`src/design/wip_pkg.sv`:
```
// Shared types, constants and helpers for the weighted inner product block.
package wip_pkg;

    localparam int FREQ_FRAC_BITS = 16;
    localparam int SAMPLE_WIDTH   = 32;
    localparam int ADDR_W         = 3;
    localparam logic [ADDR_W-1:0] REG_MODE = 3'd0;

    localparam int NUM_W = 68;   // 4 * (sum of two 33x33 products)
    localparam int QUO_W = 67;   // quotient magnitude width
    localparam int TRM_W = 100;  // dx * (y0 + y1)

    typedef enum logic [2:0] {
        ST_IDLE,
        ST_PROD,
        ST_DIV,
        ST_TERM,
        ST_ACC,
        ST_OUT
    } state_t;

    typedef struct packed {
        logic load;      // capture input item
        logic prod;      // form numerator
        logic div_step;  // one quotient bit
        logic term_mul;  // low half of trapezoid product
        logic term_acc;  // high half, scale and accumulate
        logic finish;    // result taken / clear run state
    } cmd_t;

    typedef struct packed {
        logic div_done;
        logic term_hi_done;
        logic last;
    } sts_t;

    function automatic logic signed [63:0] sat64(input logic signed [TRM_W-1:0] v,
                                                 output logic s);
        logic signed [TRM_W-1:0] hi;
        logic signed [TRM_W-1:0] lo;
        begin
            hi = TRM_W'(64'sh7fffffffffffffff);
            lo = -TRM_W'(64'sh7fffffffffffffff) - TRM_W'(1);
            s  = 1'b0;
            if (v > hi) begin
                s = 1'b1;
                sat64 = 64'sh7fffffffffffffff;
            end else if (v < lo) begin
                s = 1'b1;
                sat64 = {1'b1, 63'd0};
            end else begin
                sat64 = v[63:0];
            end
        end
    endfunction

endpackage

```
`src/design/wip_ctrl.sv`:
```
// Sequencing state machine for the weighted inner product block.
module wip_ctrl (
    input  logic                aclk,
    input  logic                aresetn,
    input  logic                in_fire,
    input  logic                out_fire,
    input  wip_pkg::sts_t       sts,
    output wip_pkg::cmd_t       cmd,
    output logic                s_ready,
    output logic                m_valid
);
    import wip_pkg::*;

    state_t state_reg, state_next;

    always_ff @(posedge aclk) begin
        if (!aresetn) begin
            state_reg <= ST_IDLE;
        end else begin
            state_reg <= state_next;
        end
    end

    always_comb begin
        state_next = state_reg;
        unique case (state_reg)
            ST_IDLE: if (in_fire) state_next = ST_PROD;
            ST_PROD: state_next = ST_DIV;
            ST_DIV:  if (sts.div_done) state_next = ST_TERM;
            ST_TERM: state_next = ST_ACC;
            ST_ACC:  state_next = sts.last ? ST_OUT : ST_IDLE;
            ST_OUT:  if (out_fire) state_next = ST_IDLE;
            default: state_next = ST_IDLE;
        endcase
    end

    always_comb begin
        cmd      = '0;
        s_ready  = 1'b0;
        m_valid  = 1'b0;
        unique case (state_reg)
            ST_IDLE: begin
                s_ready  = 1'b1;
                cmd.load = in_fire;
            end
            ST_PROD: cmd.prod = 1'b1;
            ST_DIV:  cmd.div_step = 1'b1;
            ST_TERM: cmd.term_mul = 1'b1;
            ST_ACC:  cmd.term_acc = 1'b1;
            ST_OUT: begin
                m_valid    = 1'b1;
                cmd.finish = out_fire;
            end
            default: ;
        endcase
    end

endmodule

```
`config.mk`:
```
export PLATFORM = sky130hd
export DESIGN_NAME = wip_ctrl
export DESIGN_NICKNAME = d
export VERILOG_FILES = /design/src/design/wip_pkg.sv /design/src/design/wip_ctrl.sv
export SDC_FILE = /design/constraint.sdc
export NUM_CORES = 1
export LEC_CHECK = 0
export ABC_CLOCK_PERIOD_IN_PS = 2000
export BUFFER_PORTS_ARGS = -buffer_cell sky130_fd_sc_hd__buf_4
export CAP_MARGIN = 30
export CORE_AREA = 2 2 39 41
export DETAILED_ROUTE_END_ITERATION = 6
export DIE_AREA = 0 0 41 43
export GPL_TIMING_DRIVEN = 0
export SETUP_SLACK_MARGIN = 0.3
export SLEW_MARGIN = 20
export SYNTH_ARGS = -nofsm -noshare
export SYNTH_HDL_FRONTEND = slang
export SYNTH_SLANG_ARGS = --single-unit
```
`constraint.sdc`:
```
create_clock -name aclk -period 2 [get_ports aclk]
set_clock_uncertainty 0.1 [all_clocks]
set_input_delay 0.6 -clock aclk [delete_from_list [all_inputs] [get_ports aclk]]
set_output_delay 0.6 -clock aclk [all_outputs]
set_load 0.02 [all_outputs]
```
* Word-level counts from Yosys, hierarchy flattened *
Index checks and enable logic that the tools add are counted.
Widths: inputs -> output; s select.

storage, ports and cells
  logic and storage cells = 24
  input bits = 7
  flip-flop bits (word level) = 3
  output and inout port bits = 8

operators by class
  reductions and logical operators = 2
  eq/ne operators = 8
  multiplexer cells = 13

operator list
  operator            count
  $pmux 3 s6          1
  $mux 3              4
  $mux 1              8
  $eq 3x2->1 const B  2
  $eq 3x3->1 const B  2
  $ne 2x2->1 const B  3
  $eq 3x1->1 const B  1
  $logic_not 3->1     1
  $reduce_and 3->1    1

* Logic depth before layout (Yosys ltp) *
  depth after elaboration = 3
  depth in mapped cells = 4
  gate-level depth less buffers = 3

* Worst setup path after synthesis *
No wires, ideal clock.

  path kind = flip-flop to output port
  start point = register state_reg[0]
  end point = output port cmd[5] (netlist name)
  slack = -0.016 ns
  data required time = 1.300 ns
  buffers on the path = 1
  arrival = 1.316 ns
  cell stages (with the launch flop) = 4
  cells stage by stage = dfxtp_1 > buf_2 > nor3_1 > and2_1

RTL lines
  element                 line            text
  start, declared         wip_ctrl.sv:14  state_t state_reg, state_next;
  start signal, assigned  wip_ctrl.sv:20  state_reg <= state_next;
  end, declared           wip_ctrl.sv:8   output wip_pkg::cmd_t cmd,

==> results.md <==
- The number of nets handed over by synthesis was 32.
- The number of buffers inserted during clock tree synthesis is 3.
- The remaining antenna violation count is 0.
- Port buffering added 13 buffers.
- The mapped netlist covers around 240 sq um.
- The kind of start point of the critical path is a register.
- The sequential share of power is 0.194.
- In the post-route analysis, the smallest setup slack over all paths is between 0.1 and 0.15 ns.
- Dividing the detail-routed wire length by the instance count gives about 9.5 um.
- The biggest area consumer among synthesized cells is sky130_fd_sc_hd__dfxtp_1.
- The final layout net count is 56.
- The worst vdd rail ir drop is between 0.2 and 0.3 mV.
- The register with the most flip-flops in the layout has 3 of them.
- The endpoint of the worst hold path is state_reg[1]$_SDFFE_PN0P_.
- For this run, the total global-route usage over all layers was measured as 0.08442.
- The number of optimization iterations in the first detailed-route pass is 4.
- The worst endpoint required time is about 1.3 ns.
- The worst hold path begins at state_reg[2]$_SDFFE_PN0P_.
- In this run, the number of DRC markers left after iteration 0 of detailed routing was 2.
- Of the cells placed in the final design, the portion with a size suffix greater than 1 is 0.7292.
- The total number of vias is around 260.
- The total wire length after detailed routing is 607 um.
- The die covers ~1800 sq um.
- The total overflow left after global routing is 0.
- Each instance of the synthesized netlist takes up on average 9.459 sq um.
- Entering global routing, the biggest net connects 11 pins.
- The floorplan core area is ~1400 sq um.
- For this design the top-level I/O count stands at 15.
- The clock sink total is 3.
- The number of maximum-capacitance violations is 0.
- Of the total power, the share spent switching nets is 0.3149.
- The initial cell density of the core is 0.1709.
- No sink is reached through more buffers than the 2 on the longest clock path.
- The internal power of the cells totals approximately 250 uW.
- For this design the static power due to leakage is around 0.00024 uW.
- The clock period could shrink to 1.864 ns.
- In the routed design, unresolved DRC markers number 0.
- Dividing the final minimum period by the clock period gives 0.9322.
- The worst setup path is captured at an output pin.
- Of the post-synthesis cell area, the dominant cell type holds 0.2540.
- In this run the critical register-to-register path is launched from state_reg[1]$_SDFFE_PN0P_.
- For this design the total switching power over the nets is ~120 uW.
- Setup repair after global routing could not meet its margin everywhere.
- The flow ran to the end, and the final reports show no timing, DRC or antenna violations.
- For the worst-skew pair, the clock arrives at the later sink with an insertion delay of 0.23 ns.
- The first global-routing pass estimated about 940 um of wire.
- The post-synthesis instance total is 25.
- The via count of the first global-routing pass came to 240.
- The number of register bits inferred by synthesis is 3.
- The CTS root buffer is sky130_fd_sc_hd__clkbuf_4.
- Power spread over the standard cell area amounts to 744.4 nW/um^2.
- The worst register-to-register path ends at state_reg[2]$_SDFFE_PN0P_.
- The count of antenna diodes in the layout is 0.
- The type of the setup path with the least slack is register to output pin.
- The final-report hold violation count was 0.
- The tightest min-delay check is of the register to register type.
- Across all register-to-register paths, the minimum setup slack is ~0.43 ns.
- The TritonCTS clock tree is yes.
- The worst-case reg-to-reg path depth is 7.
- The initial antenna violation count was 0.
- The transition time at the pin with the least slew margin is 0.1970 ns.
- Using the TritonRoute via totals, the vias-per-cell ratio works out to between 4 and 5.
- Compared with the post-synthesis result, the final layout area differs by 109.0%.
- The pre-CTS setup slack is 0.2835 ns.
- The worst relative slew slack is 0.8686.
- The maximum net fanout on the critical path is 7.
- The sum of negative setup slack is 0 ns.
- The number of pins exceeding their max-slew limit in the final report is 0.
- The clock input transition at the sequential cells of the worst setup and hold paths is 0.04 ns.
- At the end of routability-driven placement, the weighted congestion stood at 0.6434.
- Yosys mapped the design onto 18 distinct sky130hd cell types.
- Counting instances, the worst hold path has a depth of 2.
- Based on the critical path, the design can be clocked at up to ~540 MHz.
- The count of standard-cell rows is 14.
- Measured along the x axis, the die boundary spans approximately 40 um.
- CTS built an H-tree with a depth of 1.
- After synthesis, the cell types taking the most area are sky130_fd_sc_hd__dfxtp_1 (25%), sky130_fd_sc_hd__o31ai_4 (9.0%), sky130_fd_sc_hd__a21oi_1 (6.3%).
- Setup violations remaining at the end of the flow were counted as 0.
- For this run, the register share of the synthesized area comes to 0.2540.
- The critical path arrival is 1.16 ns.
- Of the total power, combinational logic draws 0.514.
- Yosys printed 0 warnings.
- The clock group share of total power is 0.292.
- The floorplan step set the die height to around 43 um.
## power by group through the flow
stage / clock [uW] / combinational [uW] / sequential (uW)
final: 107 / 189 / 71.4
after global routing: 117 / 200 / 71.7
after CTS: 111 / 178 / 70.6
after detailed placement: 0 / 141 / 70.5
after global placement: 0 / 140 / 70.4
after floorplan: 0 / 98.3 / 70.3
## worst max-delay path, stage by stage (launching register included)
cell                      delay [ns]
sky130_fd_sc_hd__dfxtp_1        0.30
sky130_fd_sc_hd__buf_6          0.13
sky130_fd_sc_hd__and2b_2        0.21
sky130_fd_sc_hd__and3_4         0.17
sky130_fd_sc_hd__buf_6          0.12
## layout make-up
type / count / area (sq um)
Fill cell: 153 / 889.6
Multi-Input combinational cell: 19 / 182.7
Timing Repair Buffer: 19 / 170.2
Sequential cell: 3 / 61.31
Buffer: 3 / 33.78
Clock buffer: 4 / 26.28
Tap cell: 16 / 20.02
## synth_stat cells
library cell               n
sky130_fd_sc_hd__and3_1    1
sky130_fd_sc_hd__mux2_4    1
sky130_fd_sc_hd__nor3b_2   1
sky130_fd_sc_hd__nor3_1    1
sky130_fd_sc_hd__and3b_1   1
sky130_fd_sc_hd__a21o_1    1
sky130_fd_sc_hd__and2b_1   1
sky130_fd_sc_hd__nand3b_1  1
sky130_fd_sc_hd__nor3b_1   2
sky130_fd_sc_hd__o31ai_4   1
sky130_fd_sc_hd__buf_6     1
sky130_fd_sc_hd__nor2b_1   1
sky130_fd_sc_hd__a21oi_1   3
sky130_fd_sc_hd__and2_1    2
sky130_fd_sc_hd__xnor2_1   1
sky130_fd_sc_hd__dfxtp_1   3
sky130_fd_sc_hd__buf_2     2
sky130_fd_sc_hd__nand2b_1  1
## cells by family (layout without fill, tap and decap cells)
kind of cell              count (synthesis)  after routing  share of synthesized area
AOI/OAI and AO/OA                         5              5                     0.1852
xor gates and xnor gates                  1              1                    0.03704
buffers and inverters                     3             26                    0.08995
DFF                                       3              3                     0.2540
muxes                                     1              1                    0.06347
and+or+nand+nor                          12             12                     0.3704
## worst max-delay path by stage
stage	depth (start not counted)	to	slack (ns)	start
floorplan	3	cmd[4]	0.30	state_reg[0]$_SDFFE_PN0P_
global placement	3	cmd[5]	0.29	in_fire
detailed placement	3	cmd[5]	0.28	in_fire
CTS	4	cmd[0]	0.13	state_reg[1]$_SDFFE_PN0P_
global route	4	cmd[0]	0.09	state_reg[1]$_SDFFE_PN0P_
finish	4	cmd[0]	0.14	state_reg[0]$_SDFFE_PN0P_
## layout by cell type (no fill, tap or decap), drive strengths merged
master  count
a21o        1
a21oi       3
and2        2
and2b       1
and3        1
and3b       1
buf        22
clkbuf      4
dfxtp       3
mux2        1
nand2b      1
nand3b      1
nor2b       1
nor3        1
nor3b       3
o31ai       1
xnor2       1
## metal layers
layer,routed length (um),track usage
met4,0,0.1000
met2,312,0.1031
met1,259,0.09677
met5,0,0
met3,35,0.03141
## per-stage QoR
stage	total power, uW	hold slack, ns	instances	area (sq um)	util
5_1_grt	388.8	0.5120	64	494.2	0.3571
2_1_floorplan	168.6	0.5129	25	249.0	-
3_5_place_dp	211.9	0.5512	54	366.6	0.2649
3_3_place_gp	210.3	0.5397	54	366.6	0.2649
4_1_cts	359.4	0.4954	61	462.9	0.3345
6_report	367.9	0.4750	64	494.2	0.3571
## what timing repair did
action | in CTS | in global routing
buffers inserted | 3 | 3
resized for setup | 10 | 4
endpoints found under the hold margin | 0 | 0
gates cloned | 0 | 0
hold buffers | 0 | 0
pin swaps | 2 | 0
endpoints found under the setup margin | 8 | 8
(Power assumes the default switching activity.)
